<file path="src/uniform_grid_neighbor_cells_macros.svh">
// Assertion helpers shared by the RTL.
`ifndef UNIFORM_GRID_NEIGHBOR_CELLS_MACROS_SVH
`define UNIFORM_GRID_NEIGHBOR_CELLS_MACROS_SVH

// Implication checked at every clock edge outside reset.
`define UGNC_ASSERT_IMPL(label, clk, rst_n, ante, cons) \
  label: assert property (@(posedge clk) disable iff (!rst_n) (ante) |-> (cons)) \
    else $error("implication failed");

// Condition that must never hold outside reset.
`define UGNC_ASSERT_NEVER(label, clk, rst_n, expr) \
  label: assert property (@(posedge clk) disable iff (!rst_n) !(expr)) \
    else $error("forbidden condition seen");

`endif

</file>
<file path="src/ugnc_ram.sv">
module ugnc_ram #(
  parameter int WIDTH = 8,
  parameter int DEPTH = 16
) (
  input  logic                                  clk,
  input  logic                                  we,
  input  logic [(DEPTH > 1 ? $clog2(DEPTH) : 1)-1:0] waddr,
  input  logic [WIDTH-1:0]                      wdata,
  input  logic [(DEPTH > 1 ? $clog2(DEPTH) : 1)-1:0] raddr,
  output logic [WIDTH-1:0]                      rdata
);

  logic [WIDTH-1:0] mem [DEPTH];
  logic [WIDTH-1:0] rdata_r;

  always_ff @(posedge clk) begin
    if (we) begin
      mem[waddr] <= wdata;
    end
    rdata_r <= mem[raddr];
  end

  assign rdata = rdata_r;

endmodule

</file>
<file path="config.mk">
export PLATFORM = sky130hd
export DESIGN_NAME = ugnc_ram
export DESIGN_NICKNAME = d
export VERILOG_FILES = /design/src/uniform_grid_neighbor_cells_macros.svh /design/src/ugnc_ram.sv
export SDC_FILE = /design/constraint.sdc
export NUM_CORES = 1
export LEC_CHECK = 0
export BUFFER_PORTS_ARGS = -buffer_cell sky130_fd_sc_hd__buf_4
export CORE_MARGIN = 5
export CORE_UTILIZATION = 54
export CTS_CLUSTER_SIZE = 28
export DETAILED_ROUTE_END_ITERATION = 8
export GPL_ROUTABILITY_DRIVEN = 0
export GPL_TIMING_DRIVEN = 0
export PLACE_DENSITY_LB_ADDON = 0.1
export SLEW_MARGIN = 0
export SYNTH_ARGS = -nofsm -noshare
export SYNTH_HDL_FRONTEND = slang
export SYNTH_SLANG_ARGS = --single-unit
</file>
<file path="constraint.sdc">
create_clock -name clk -period 1.48 [get_ports clk]
set_input_delay 0.074 -clock clk [delete_from_list [all_inputs] [get_ports clk]]
set_output_delay 0.074 -clock clk [all_outputs]
set_load 0.05 [all_outputs]
</file>
==> flow_metrics.tcl, run 1 <==
set metrics [dict create \
    outcome "complete, no violations" \
    drv_slew 0 \
    arrival_ps 1740 \
    crit_path_end_kind "flop" \
    stdcell_count 423 \
    max_stage_delay_ps 500 \
    drc_errors 0 \
    ir_drop_mv 1.12 \
    crit_end "rdata[4]$_DFF_P_" \
    synth-seq-cells 136 \
    startpoint "mem[9][4]$_DFFE_PP_" \
    worstPathRequired_ps 1860 \
    postCtsSetupRepairBufs 0 \
    finalClockSkew_ps 5.03 \
    min_period_ps 1350 \
    rsz0062_at_grt "no" \
    ios 26 \
    synth_cell_types 19 \
    ys_top_cells_by_area "edfxtp_1, mux4_2, mux4_1, dfxtp_1, a22oi_1" \
    overflow 0 \
    rows 35 \
    cpLargestDelayFamily "multiplexers" \
    relSlewSlack 0.164 \
    dp_hpwl_um 5950 \
    grt_pass1_wl_um 14800 \
    fin_nets 299 \
    grt_max_degree 17 \
    floorplan.initialDensity 0.554 \
    diodes 0 \
    cts_root_buffer "clkbuf_8" \
    grt.total_usage 0.184 \
    die_x_um 108 \
    dr_total_vias 2461 \
    antenna_found_initial 0 \
    clk_pin_slew_worst_paths_ps 60 \
    cellLeakagePower_nw 2.05 \
    core_area_um2 9280 \
    powerDensity_nw_per_um2 1410 \
    yosys.area.top_type_share 0.747 \
    hold_viol_final 0 \
    syn_avg_cell_area_um2 22.5 \
    antenna_left 0 \
    dr.pass1.iters 4 \
    r2r_setup_slack_ps 130 \
    totalWireLength_um 9680 \
    synth.cell_area_um2 5150 \
    cts_buffers 17 \
    maxCapViolations 0 \
    grt_pass1_vias 2530 \
    synthesis.nets 247 \
    dp.cells 382 \
    die-area_um2 11600 \
    rr_worst_depth 3 \
    hp-class "input port to flop" \
    avgRoutedWirePerCell_um 22.9 \
    min_period_over_period 0.915 \
    criticalPathCategory "flop to flop" \
    drive_above_1_share 0.286 \
    cts-htree-levels 4 \
    crit_cells 3 \
    crit_slowest_cell "mux4_1" \
    setup_viol 0 \
    clkLatencyLatePin_ps 510 \
    ys_warn_count 0 \
    syn_inst 229 \
    crit_chain "mux4_1 > a22oi_1 > nand2_1" \
    critPathLaunchType "flop" \
    avgViaCountPerCell 5.82 \
    cp_max_fo 1 \
    numClockSinks 136 \
    synth_top_area_cell "edfxtp_1" \
    drtIter0Drc 167 \
    area_growth_pct 19.2 \
    reg2reg_to "rdata[4]$_DFF_P_" \
    max_clock_freq_ghz 0.738 \
    rr_startpoint "mem[9][4]$_DFFE_PP_" \
    tightestPinTransition_ps 1240 \
    cts_buffer_depth 2 \
    whs_ps 19.2 \
    finalPower_mw 8.66 \
    tritoncts "yes" \
    critPathBufInv 0 \
    finalSetupTns_ps 0 \
    seq_area_frac_synth 0.778 \
    numPortBuffers 24 \
    die_h_um 108 \
]
[power by group]
part           switching [mW]  internal (mW)  total (mW)
Sequential             0.0200           4.31        4.33
Combinational           0.327          0.216       0.543
Clock                    1.57           2.22        3.79
[metal layers]
metal	share of wire	vias up	routed length [um]	track usage
met2	0.48	100	4670	0.287
li1	-	1078	-	-
met4	0.013	0	128	0.0460
met1	0.45	1267	4390	0.261
met3	0.050	16	486	0.0492
met5	0	-	0	0
[synthesized netlist by cell type]
cell	number
a22oi_1	16
nor3_1	4
buf_6	3
dfxtp_1	8
nor2b_1	1
nand3b_1	2
nand2b_1	2
edfxtp_1	128
buf_4	1
nand3_1	1
mux4_1	14
clkdlybuf4s25_2	3
and2_1	1
or3b_2	1
nor2_1	13
buf_2	3
and2b_1	1
mux4_2	18
nand2_1	9
[worst min-delay path by stage]
stage / depth (start not counted) / to / slack [ps] / startpoint
finish: 2 / mem[0][0]$_DFFE_PP_ / 20 / waddr[0]
CTS: 2 / mem[0][0]$_DFFE_PP_ / 1 / waddr[0]
detailed placement: 1 / mem[6][6]$_DFFE_PP_ / 410 / wdata[6]
global placement: 1 / mem[6][6]$_DFFE_PP_ / 390 / wdata[6]
floorplan: 0 / mem[0][0]$_DFFE_PP_ / 170 / wdata[0]
global route: 2 / mem[0][0]$_DFFE_PP_ / 20 / waddr[0]
[per-stage QoR]
step / setup WS [ps] / area (um^2) / util
floorplan: 140 / 5150 / -
detailed placement: -379 / 5490 / 0.592
global route: 49.6 / 6130 / 0.661
finish: 126 / 6130 / 0.661
CTS: 104 / 6130 / 0.661
global placement: -385 / 5490 / 0.592
[state kept, by name (all words and copies together), names as in the netlist]
register  cells
rdata         8
mem         128
[cell usage in the layout (no fill, tap or decap), drive strengths merged]
cell type,synthesis,final
nand3b,2,2
nand2b,2,2
edfxtp,128,128
a22oi,16,16
clkbuf,0,17
nor2,13,13
mux4,32,32
inv,0,1
nor3,4,4
clkinv,0,8
clkdlybuf4s25,3,3
and2,1,1
dfxtp,8,8
or3b,1,1
clkinvlp,0,5
nand3,1,1
buf,7,31
and2b,1,1
bufinv,0,1
dlygate4sd3,0,9
nand2,9,9
nor2b,1,1
[logic make-up (layout without fill, tap and decap cells)]
logic type,count (synthesis),count (layout),share of synthesized area
flops,136,136,0.778
simple gates,35,35,0.0318
buf+inv,10,75,0.0168
compound gates,16,16,0.0233
mux,32,32,0.150
[what timing repair did]
item	in CTS	in global routing
endpoints found under the hold margin	129	0
endpoints found under the setup margin	1	0
hold buffers	9	0
gates resized for setup	1	0
[cell type report]
type                            instances  area [um^2]
Buffer                                 10         86.3
Clock inverter                         15          131
Sequential cell                       136         4000
Clock buffer                           17          414
Tap cell                              129          161
Timing Repair Buffer                   33          270
Multi-Input combinational cell         83         1070
Fill cell                             620         3150
No activity file was read; power rests on OpenSTA's default activity.
==> inputs of run 2 (changes only) <==
- BUFFER_PORTS_ARGS: -buffer_cell sky130_fd_sc_hd__buf_4 -> unset
- CORE_UTILIZATION: 54 -> 55
- DONT_BUFFER_PORTS: unset -> 1
==> run 2 against run 1 <==
  * The run now ends with negative hold slack left
  * Via count down 3.8%
  * Sequential power increased by 2%
  * Sequential share of layout area grew 1.1 points
  * Fmax down 6.6%
  * Critical path type unchanged
  * Critical endpoint is now rdata[7]$_DFF_P_
  * Non-clock buffer count is 24 lower
  * Die area is 1.7% lower
  * Highest routed layer unchanged
  * Combinational power is 30% lower
  * Total power is 6.5% higher
  * Clock skew increased by 1.5 ps
  * Count of clock-buffer cells in the layout up 2
  * Hold slack lost 180 ps
  * First-iteration DRC count is 10% lower
==> flow_metrics.tcl, run 2 (synthesis gave the netlist of run 1 again) <==
set metrics [dict create \
    final_cell_mix "edfxtp_1, mux4_2, clkbuf_16" \
    startpoint "mem[2][7]$_DFFE_PP_" \
    numPortBuffers 0 \
    avgRoutedWirePerCell_um 26.5 \
    rr_startpoint "mem[2][7]$_DFFE_PP_" \
    totalWireLength_um 10100 \
    max_clock_freq_ghz 0.690 \
    crit_chain "mux4_2 > a22oi_1 > nand2_1" \
    diodes 0 \
    grt_max_degree 17 \
    grt.total_usage 0.192 \
    antenna_left 0 \
    overflow 0 \
    die_h_um 107 \
    rsz0062_at_grt "no" \
    antenna_found_initial 0 \
    grt_pass1_wl_um 15200 \
    tritoncts "yes" \
    drv_slew 0 \
    powerDensity_nw_per_um2 1530 \
    numClockSinks 136 \
    die_x_um 107 \
    worstPathRequired_ps 1870 \
    cts_buffers 17 \
    crit_slowest_cell "mux4_2" \
    crit_path_end_kind "flop" \
    floorplan.initialDensity 0.560 \
    finalPower_mw 9.21 \
    tightestPinTransition_ps 1310 \
    critPathLaunchType "flop" \
    arrival_ps 1840 \
    placed_area_um2 5290 \
    hold_path_startpoint "waddr[0]" \
    final_area_um2 6030 \
    ir_drop_mv 1.13 \
    cp_max_fo 1 \
    critPathBufInv 0 \
    drtIter0Drc 150 \
    regMostFlops "mem" \
    maxCapViolations 0 \
    place_ws_ps -269 \
    dr.pass1.iters 4 \
    max_stage_delay_ps 500 \
    finalClockSkew_ps 6.58 \
    hold_viol_final 32 \
    fin_nets 275 \
    largest_register_ffs 128 \
    core_area_um2 9200 \
    die-area_um2 11400 \
    cts_root_buffer "clkbuf_8" \
    clkLatencyLatePin_ps 510 \
    grt_pass1_vias 2531 \
    drive_above_1_share 0.237 \
    cts-htree-levels 4 \
    outcome "complete, but fails checks" \
    area_growth_pct 17.1 \
    violations "negative hold slack" \
    cpLargestDelayFamily "multiplexers" \
    dr_total_vias 2367 \
    rows 35 \
    avgViaCountPerCell 6.21 \
    ios 26 \
    ctsHoldBuffers 9 \
    layout_commonest_cell "edfxtp_1" \
    min_period_over_period 0.980 \
    setup_viol 0 \
    relSlewSlack 0.118 \
    finalSetupTns_ps 0 \
    clk_pin_slew_worst_paths_ps 60 \
    timing.final.ws_setup_ps 29.8 \
    utilization 0.656 \
    drc_errors 0 \
    cts_buffer_depth 2 \
    whs_ps -158 \
    criticalPathCategory "flop to flop" \
    min_period_ps 1450 \
    dp_hpwl_um 6330 \
    hp-class "input port to flop" \
    cellLeakagePower_nw 1.98 \
]
run 2: changes by cell type in the layout (fill, tap and decap cells not counted), sizes merged:
cell / previous run / this run
buf: 31 / 7
bufinv: 1 / 5
clkbuf: 17 / 19
clkinvlp: 5 / 2
clkinv: 8 / 5
run 2: path summary, 6_finish.rpt:
kind	endpoint	slack (ps)	depth (start not counted)
min	mem[0][7]$_DFFE_PP_	-160	1
max reg2reg	rdata[7]$_DFF_P_	30	3
min reg2reg	rdata[7]$_DFF_P_	680	3
max	rdata[7]$_DFF_P_	30	3
run 2: where the power goes:
part | internal (mW) | switching, mW | leakage, nW | total, mW
Clock | 2.90 | 1.51 | 0.300 | 4.41
Sequential | 4.31 | 0.118 | 1.22 | 4.43
Combinational | 0.159 | 0.219 | 0.460 | 0.378
run 2: repair_timing:
action                     4_1_cts  5_1_grt
resized for setup                1        3
cloned                           0        0
hold endpoints to repair       162       32
buffers inserted                 0        0
pin swaps                        0        1
setup endpoints to repair        1        4
run 2: worst register-to-register path: stages (launching register included):
cell	delay (ps)
edfxtp_1	380
mux4_2	500
a22oi_1	350
nand2_1	100
run 2: stage by stage:
stage / std cells / hold WS [ps]
after global routing: 381 / -180
after floorplan: 229 / 173
after CTS: 381 / -174
final: 381 / -158
after detailed placement: 340 / 174
after global placement: 340 / 174
run 2: final cells by class:
cell class | instances | area [um^2]
tap | 111 | 139
fill | 609 | 3170
buffer | 10 | 86.3
clock inverter | 13 | 201
multi-input combinational | 83 | 1090
timing repair buffer | 9 | 90.1
clock buffer | 19 | 422
sequential | 136 | 4000
run 2: per-layer routing:
layer / track usage / vias up / wire length, um
met1: 0.239 / 1228 / 3800
met3: 0.0698 / 9 / 883
met4: 0.0658 / 0 / 108
met2: 0.314 / 101 / 5300
met5: 0 / - / 0
li1: - / 1029 / -
