==> config.mk <==
export PLATFORM = sky130hd
export DESIGN_NAME = ugnc_div
export DESIGN_NICKNAME = d
export VERILOG_FILES = /design/src/uniform_grid_neighbor_cells_macros.svh /design/src/ugnc_pkg.sv /design/src/ugnc_div.sv
export SDC_FILE = /design/constraint.sdc
export NUM_CORES = 1
export LEC_CHECK = 0
export ABC_CLOCK_PERIOD_IN_PS = 6800
export BUFFER_PORTS_ARGS = -buffer_cell sky130_fd_sc_hd__buf_2
export CORE_UTILIZATION = 59
export CTS_BUF_LIST = sky130_fd_sc_hd__clkbuf_16
export CTS_CLUSTER_DIAMETER = 60
export DETAILED_ROUTE_END_ITERATION = 6
export GPL_ROUTABILITY_DRIVEN = 0
export PLACE_DENSITY = 0.8
export SLEW_MARGIN = 20
export SYNTH_ARGS = -nofsm -noshare
export SYNTH_HDL_FRONTEND = slang
export SYNTH_SLANG_ARGS = --single-unit
==> constraint.sdc <==
create_clock -name clk -period 6.8 [get_ports clk]
set_clock_uncertainty 0.2 [all_clocks]
set_input_delay 0.34 -clock clk [delete_from_list [all_inputs] [get_ports clk]]
set_output_delay 0.34 -clock clk [all_outputs]
set_load 0.02 [all_outputs]
==> src/uniform_grid_neighbor_cells_macros.svh <==
// Assertion helpers shared by the RTL.
`ifndef UNIFORM_GRID_NEIGHBOR_CELLS_MACROS_SVH
`define UNIFORM_GRID_NEIGHBOR_CELLS_MACROS_SVH

// Implication checked at every clock edge outside reset.
`define UGNC_ASSERT_IMPL(label, clk, rst_n, ante, cons) \
  label: assert property (@(posedge clk) disable iff (!rst_n) (ante) |-> (cons)) \
    else $error("implication failed");

// Condition that must never hold outside reset.
`define UGNC_ASSERT_NEVER(label, clk, rst_n, expr) \
  label: assert property (@(posedge clk) disable iff (!rst_n) !(expr)) \
    else $error("forbidden condition seen");

`endif

==> src/ugnc_pkg.sv <==
package ugnc_pkg;

  localparam int MAX_CELLS_X_DEF  = 64;
  localparam int MAX_CELLS_Y_DEF  = 64;
  localparam int BUCKET_DEPTH_DEF = 16;

  localparam int POS_W   = 24;
  localparam int PIDX_W  = 12;
  localparam int RCELL_W = 6;
  localparam int SLOT_W  = 4;
  localparam int OCELL_W = 6;
  localparam int OCNT_W  = 5;
  localparam int GRID_W  = 7;
  localparam int NBR_N   = 9;
  localparam int NBR_W   = 4;

  typedef enum logic [1:0] {
    OP_CLEAR  = 2'd0,
    OP_INSERT = 2'd1,
    OP_QUERY  = 2'd2,
    OP_READ   = 2'd3
  } opcode_t;

  typedef enum logic [1:0] {
    ST_OK      = 2'd0,
    ST_OUTSIDE = 2'd1,
    ST_FULL    = 2'd2,
    ST_EMPTY   = 2'd3
  } status_t;

  typedef enum logic [1:0] {
    REG_CELL_SIZE = 2'd0,
    REG_CELLS_X   = 2'd1,
    REG_CELLS_Y   = 2'd2
  } reg_idx_t;

  typedef enum logic [1:0] {
    DIR_ZERO = 2'd0,
    DIR_NEG  = 2'd1,
    DIR_POS  = 2'd2
  } dir_t;

  typedef struct packed {
    logic start;
  } div_ctl_t;

  typedef struct packed {
    logic busy;
    logic done;
  } div_sts_t;

  // Neighbor order: center, left, right, lower, upper, then diagonals.
  function automatic dir_t nbr_dx(input logic [NBR_W-1:0] i);
    dir_t d;
    case (i) inside
      4'd1, 4'd5, 4'd6: d = DIR_NEG;
      4'd2, 4'd7, 4'd8: d = DIR_POS;
      default:          d = DIR_ZERO;
    endcase
    return d;
  endfunction

  function automatic dir_t nbr_dy(input logic [NBR_W-1:0] i);
    dir_t d;
    case (i) inside
      4'd3, 4'd5, 4'd7: d = DIR_NEG;
      4'd4, 4'd6, 4'd8: d = DIR_POS;
      default:          d = DIR_ZERO;
    endcase
    return d;
  endfunction

endpackage

==> src/ugnc_div.sv <==
module ugnc_div (
  input  logic                       clk,
  input  logic                       rst_n,
  input  ugnc_pkg::div_ctl_t         ctl,
  input  logic [ugnc_pkg::POS_W-1:0] dividend,
  input  logic [ugnc_pkg::POS_W-1:0] divisor,
  output ugnc_pkg::div_sts_t         sts,
  output logic [ugnc_pkg::POS_W-1:0] quotient
);

  localparam int W  = ugnc_pkg::POS_W;
  localparam int CW = $clog2(W + 1);

  logic [W-1:0]  rem_r, rem_nxt;
  logic [W-1:0]  quo_r, quo_nxt;
  logic [W-1:0]  dsr_r, dsr_nxt;
  logic [CW-1:0] cnt_r, cnt_nxt;
  logic          busy_r, busy_nxt;
  logic          done_r, done_nxt;
  logic [W:0]    shifted;
  logic [W:0]    trial;

  // Restoring division, one quotient bit a cycle.
  always_comb begin
    rem_nxt  = rem_r;
    quo_nxt  = quo_r;
    dsr_nxt  = dsr_r;
    cnt_nxt  = cnt_r;
    busy_nxt = busy_r;
    done_nxt = 1'b0;
    shifted  = {rem_r, quo_r[W-1]};
    trial    = shifted - {1'b0, dsr_r};
    if (ctl.start) begin
      rem_nxt  = '0;
      quo_nxt  = dividend;
      dsr_nxt  = divisor;
      cnt_nxt  = '0;
      busy_nxt = 1'b1;
    end else if (busy_r) begin
      if (!trial[W]) begin
        rem_nxt = trial[W-1:0];
        quo_nxt = {quo_r[W-2:0], 1'b1};
      end else begin
        rem_nxt = shifted[W-1:0];
        quo_nxt = {quo_r[W-2:0], 1'b0};
      end
      cnt_nxt = cnt_r + 1'b1;
      if (cnt_r == CW'(W - 1)) begin
        busy_nxt = 1'b0;
        done_nxt = 1'b1;
      end
    end
  end

  always_ff @(posedge clk) begin
    if (!rst_n) begin
      busy_r <= 1'b0;
      done_r <= 1'b0;
      cnt_r  <= '0;
    end else begin
      busy_r <= busy_nxt;
      done_r <= done_nxt;
      cnt_r  <= cnt_nxt;
    end
    rem_r <= rem_nxt;
    quo_r <= quo_nxt;
    dsr_r <= dsr_nxt;
  end

  assign sts.busy = busy_r;
  assign sts.done = done_r;
  assign quotient = quo_r;

endmodule

==> results of run 1 <==
==> state kept, by name (all words and copies together) (netlist names) <==
signal    count
busy_r        1
rem_r        24
quotient     24
done_r        1
dsr_r        24
cnt_r         5
==> timing repair <==
item / 4_1_cts / 5_1_grt
gates resized for setup: 0 / 0
hold endpoints to repair: 24 / 0
hold buffers: 24 / 0
==> worst max-delay path, cell delays in order, from the launching register on <==
cell      delay [ns]
edfxtp_1        0.39
inv_1           0.09
ha_1            0.18
fa_1            0.20
nand2b_1        0.17
a21oi_2         0.09
or4_4           0.50
a211o_2         0.34
nand2_4         0.08
o211a_1         0.18
a211o_1         0.53
buf_4           0.38
mux2i_1         0.24
a211oi_1        0.10
==> Yosys cell counts (all sizes together), types with 8 or more instances <==
cell | number | area share (%)
mux2i | 19 | 4.2
dfxtp | 31 | 14
ha | 25 | 6.9
xor2 | 8 | 1.5
o21ai | 14 | 1.5
clkbuf | 11 | 1.6
edfxtp | 48 | 32
xnor2 | 14 | 2.7
inv | 29 | 2.4
a21oi | 19 | 2.2
nand2 | 18 | 1.7
nor2 | 45 | 3.7
mux2 | 25 | 6.2
a211oi | 24 | 4.1
nand2b | 10 | 1.4
==> path summary, 6_finish.rpt <==
check / start / endpoint / slack (ns) / depth (start not counted)
setup / recovery: quotient[23]$_DFFE_PP_ / rem_r[2]$_SDFFE_PP0P_ / 2.98 / 13
hold / removal: rst_n / busy_r$_SDFF_PN0_ / 0.06 / 2
setup reg to reg: quotient[23]$_DFFE_PP_ / rem_r[2]$_SDFFE_PP0P_ / 2.98 / 13
hold reg to reg: cnt_r[4]$_SDFFE_PP0P_ / done_r$_SDFF_PP0_ / 0.29 / 2
==> layout make-up <==
class,instances,area [µm²]
well taps,99,124
fillers,505,1880
repair buffers,103,643
multi-input cells,291,2210
flip-flops and latches,79,2060
inverters,29,109
clock buffers,9,225
clock inverters,7,73.8
==> metal layers <==
layer,share of wire [%],up-vias
met5,0,-
met4,1.7,0
met3,4.7,17
met2,50,86
met1,44,1652
li1,-,1720
==> metrics by stage <==
stage / hold WS (ns) / area [µm²] / utilization [%] / setup WS [ns]
final: 0.0636 / 5450 / 74.3 / 2.98
after global routing: 0.0698 / 5450 / 74.3 / 2.78
after CTS: 0.0616 / 5450 / 74.3 / 2.98
after detailed placement: 0.288 / 4910 / 67.0 / 3.02
after global placement: 0.284 / 4910 / 67.0 / 3.16
after floorplan: 0.239 / 4530 / - / 3.56
==> power groups by stage <==
stage	Combinational [mW]	Clock, mW	Sequential [mW]
final	0.406	0.479	0.585
after CTS	0.405	0.488	0.584
after global routing	0.444	0.511	0.590
after global placement	0.376	0	0.592
after floorplan	0.304	0	0.608
after detailed placement	0.389	0	0.593
==> logic make-up after synthesis <==
| kind of cell | after synthesis |
|---|---|
| xor+xnor | 22 |
| mux | 44 |
| fa+ha+maj | 26 |
| flops | 79 |
| buf+inv | 46 |
| compound gates | 86 |
| simple gates | 113 |
==> impl_metrics.json, run 1 <==
{
  "p_leak_nw": 2.34,
  "io_pins": 77,
  "seqPwrFrac_pct": 39.8,
  "area_growth_pct": 20.3,
  "cts.sinks": 79,
  "post-cts-setup-buffer-count": 0,
  "use_met1_pct": 30.1,
  "grt_use_met3_pct": 7.04,
  "dpl.cell_count": 577,
  "clk_latency_ns": 0.34,
  "layout-drive-gt1-share_pct": 27.2,
  "cts_buffer_depth": 2,
  "grt_pass1_vias": 3330,
  "synth-xor-area-share_pct": 4.25,
  "ys_ff_latch": 79,
  "initial_core_util_pct": 61.8,
  "endpoint_kind": "register",
  "cap_violations": 0,
  "die_y_um": 89.6,
  "fin_setup_tns_ns": 0,
  "finalHoldViolCount": 0,
  "yosys.area_share.simple_pct": 13.3,
  "cts_buffers": 9,
  "period_needed_ns": 3.82,
  "coreArea_um2": 7330,
  "crit_type": "reg -> reg",
  "htreeDepth": 3,
  "p_switching_mw": 0.470,
  "wl_per_cell_um": 15.0,
  "run_status": "finished, final reports clean",
  "grt_overflow": 0,
  "finalSetupViolations": 0,
  "fin_total_pwr_mw": 1.47,
  "top_usage_layer": "met2",
  "dr.pass1.iters": 5,
  "die_x_um": 89.6,
  "p_sw_share_pct": 32.0,
  "fmaxAchievable_mhz": 262,
  "worstMarginPinSlew_ns": 1.07,
  "vias_per_cell": 5.63,
  "grt_use_met2_pct": 40.4,
  "synthArstFlopShare_pct": 0,
  "clk_pin_slew_ns": 0.07,
  "grt_max_degree": 60,
  "finalCritPeriodShare_pct": 56.1,
  "grt_usage_pct": 24.3,
  "routed_wl_um": 9260,
  "final_cell_mix": "buf_2, edfxtp_1, nor2_1",
  "finalNetCount": 590,
  "finalNonFillerCells": 617,
  "ys_types": 62,
  "final_common_cell": "buf_2",
  "synth_top_family_by_area": "compound AO/OA/AOI/OAI gates",
  "diodes": 0,
  "syn_area_per_cell_um2": 10.9,
  "synthesis.area_um2": 4530,
  "seq_area_frac_synth_pct": 45.5,
  "rsz0062_at_grt": "no",
  "cts_tree": "built",
  "synth_compound_gate_area_share_pct": 13.4,
  "grt_pass1_wl_um": 14800,
  "slew_headroom_pct": 28.8,
  "rows": 31,
  "synth_fa_ha_area_share_pct": 7.35,
  "peakVddDrop_mv": 0.166,
  "slew_viol_final": 0,
  "p_clk_share_pct": 32.6,
  "cts_root_buffer": "clkbuf_16",
  "ys_dominant_reg_cell": "edfxtp_1",
  "antenna_left": 0,
  "cp.arrival_ns": 3.79,
  "fp.dieArea_um2": 8030,
  "combPwrFrac_pct": 27.6,
  "synthCells": 416,
  "required_ns": 6.78,
  "cp-start-kind": "register",
  "p_int_mw": 1.00,
  "cellPowerDensity_nw_per_um2": 270,
  "antenna_found_initial": 0,
  "drc": 0,
  "port_buffers": 76,
  "hpwl_um": 6060,
  "drt_iter0_markers": 135,
  "synth-edff-count": 48,
  "vias": 3475,
  "synth_warnings": 0,
  "syn_nets": 493,
  "critPathMaxFanout": 13,
  "synthMuxAreaShare_pct": 10.4,
  "hold_path.class": "in -> reg"
}
No activity file was read; power rests on OpenSTA's default activity.
==> run 2: changes to the inputs <==
ABC_AREA = 1   (was unset)
ABC_CLOCK_PERIOD_IN_PS = 3400   (was 6800)
CORE_UTILIZATION = 52   (was 59)
PLACE_DENSITY = 0.74   (was 0.8)
clock period = 3.4 ns   (was 6.8 ns; I/O delays follow)
==> run 2 against run 1 <==
Effect of this change: die area increased by 28%; utilization decreased by 6.2 points; via count increased by 42%; hold slack improved by 0.11 ns; sequential share of layout area decreased by 5.7 points; clock power increased by 110%; routed wire length increased by 32%; final area increased by 18%; total power increased by 68%; sequential power increased by 90%; highest routed layer unchanged.
==> impl_metrics.json, run 2 <==
{
  "wl_per_cell_um": 12.2,
  "ys_types": 35,
  "cellPowerDensity_nw_per_um2": 385,
  "hold_ws_ns": 0.178,
  "fin_ws_ns": 0.786,
  "peakVddDrop_mv": 0.351,
  "grt_pass1_vias": 4883,
  "seq_area_frac_synth_pct": 40.2,
  "cp.arrival_ns": 2.48,
  "drc": 0,
  "critPathMaxFanout": 25,
  "synth_warnings": 0,
  "period_needed_ns": 2.61,
  "hpwl_um": 8290,
  "finalSetupViolations": 0,
  "required_ns": 3.26,
  "dpl.cell_count": 940,
  "hold_buffers": 49,
  "p_leak_nw": 3.45,
  "clk_pin_slew_ns": 0.07,
  "finalHoldViolCount": 0,
  "antenna_found_initial": 0,
  "fin_setup_tns_ns": 0,
  "crit_start": "quotient[23]$_DFFE_PP_",
  "syn_nets": 823,
  "fp.dieArea_um2": 10300,
  "ctsResizeCount": 0,
  "htreeDepth": 3,
  "fin_total_pwr_mw": 2.47,
  "hold_start": "ctl",
  "rsz0062_at_grt": "no",
  "vias": 4943,
  "crit_type": "reg -> reg",
  "grt_pass1_wl_um": 20800,
  "synth-edff-count": 48,
  "diodes": 0,
  "die_y_um": 101,
  "finalNetCount": 948,
  "die_x_um": 101,
  "run_status": "finished, final reports clean",
  "ys_dominant_reg_cell": "edfxtp_1",
  "coreArea_um2": 9420,
  "slew_viol_final": 0,
  "cts.sinks": 79,
  "endpoint_kind": "register",
  "final_common_cell": "nand2_1",
  "synth_top_area_share_pct": 28.1,
  "slew_headroom_pct": 35.7,
  "antenna_left": 0,
  "synth_commonest_cells": "nand2_1, inv_1, edfxtp_1, nand3_1, nor2_1",
  "finalCritPeriodShare_pct": 76.9,
  "cts_tree": "built",
  "hold_path.class": "in -> reg",
  "syn_area_per_cell_um2": 6.88,
  "grt_max_degree": 53,
  "post-synth-top-area-cell": "edfxtp_1",
  "cts_buffers": 9,
  "nFillCells": 798,
  "io_pins": 77,
  "drt_iter0_markers": 231,
  "initial_core_util_pct": 54.5,
  "port_buffers": 76,
  "fmaxAchievable_mhz": 383,
  "finalNonFillerCells": 1005,
  "worstMarginPinSlew_ns": 0.964,
  "cts_root_buffer": "clkbuf_16",
  "worst_r2r_startpoint": "quotient[23]$_DFFE_PP_",
  "synthCells": 746,
  "grt_usage_pct": 25.9,
  "final_cell_mix": "nand2_1, inv_1, buf_2",
  "ys_top_cells_by_area": "edfxtp_1, nand2_1, dfxtp_1",
  "dr.pass1.iters": 5,
  "vias_per_cell": 4.92,
  "routed_wl_um": 12300,
  "cap_violations": 0,
  "clk_latency_ns": 0.34,
  "rows": 35,
  "synthArstFlopShare_pct": 0,
  "area_growth_pct": 25.0,
  "place_ws_ns": 0.833,
  "yosysMostFrequentCell": "nand2_1",
  "post-cts-setup-buffer-count": 0,
  "cts_buffer_depth": 2,
  "cp-start-kind": "register",
  "grt_overflow": 0,
  "layout-drive-gt1-share_pct": 13.2,
  "ys_ff_latch": 79,
  "synthesis.area_um2": 5130
}
## run 2: cell types whose count changed after synthesis, sizes merged, moves of 7 or more
| cell | change |
|---|---|
| nand2 | +313 |
| inv | +117 |
| nand3 | +41 |
| mux2 | -25 |
| a211oi | -23 |
| mux2i | -19 |
| nand2b | -10 |
| xnor2 | -7 |
## run 2: logic make-up after synthesis
logic type	count (synthesis)	synth area share, %
compound gates	27	2.95
flops	79	40.2
xor+xnor	12	2.05
buf+inv	160	12.3
fa+ha+maj	26	6.49
simple gates	442	36.0
## run 2: metal layers
layer | track usage (%) | vias up | part of all wire (%)
li1 | - | 2531 | -
met4 | 9.36 | 0 | 1.8
met1 | 30.6 | 2212 | 44
met3 | 5.24 | 21 | 5.9
met2 | 46.7 | 179 | 48
met5 | 0 | - | 0
## run 2: area by class of cell
| type | count | area (µm²) | area share, % |
|---|---|---|---|
| multi-input combinational | 507 | 2440 | 38.0 |
| sequential | 79 | 2060 | 32.1 |
| timing repair buffer | 128 | 893 | 13.9 |
| inverter | 146 | 548 | 8.54 |
| clock buffer | 11 | 275 | 4.29 |
| tap | 129 | 161 | 2.52 |
| clock inverter | 5 | 37.5 | 0.585 |
## run 2: critical path: stages, from the launching register on
cell	delay [ns]
edfxtp_1	0.34
inv_1	0.06
ha_1	0.22
fa_1	0.42
inv_1	0.09
nand2_1	0.05
nand2_1	0.06
nand3_1	0.10
nand2_2	0.13
nand2_2	0.09
nand3_2	0.12
nand2_2	0.07
nand2_4	0.26
o21ai_0	0.12
## run 2: final timing paths
path | endpoint | slack, ns | depth (start not counted)
worst max-delay path | quotient[0]$_DFFE_PP_ | 0.79 | 13
worst min-delay path | rem_r[14]$_SDFFE_PP0P_ | 0.18 | 5
worst max register to register | quotient[0]$_DFFE_PP_ | 0.79 | 13
worst min register to register | rem_r[14]$_SDFFE_PP0P_ | 0.27 | 2
## run 2: power by group
part           switching, mW  leakage (nW)  internal [mW]
registers             0.0275         0.732           1.08
logic                  0.216          2.56          0.146
clock network          0.408         0.154          0.588
## run 2: per-stage QoR
step                      utilization [%]  area [µm²]
after CTS                            68.1        6410
after detailed placement             59.6        5610
after global routing                 68.1        6410
final                                68.1        6410
after global placement               59.6        5610
after floorplan                         -        5130
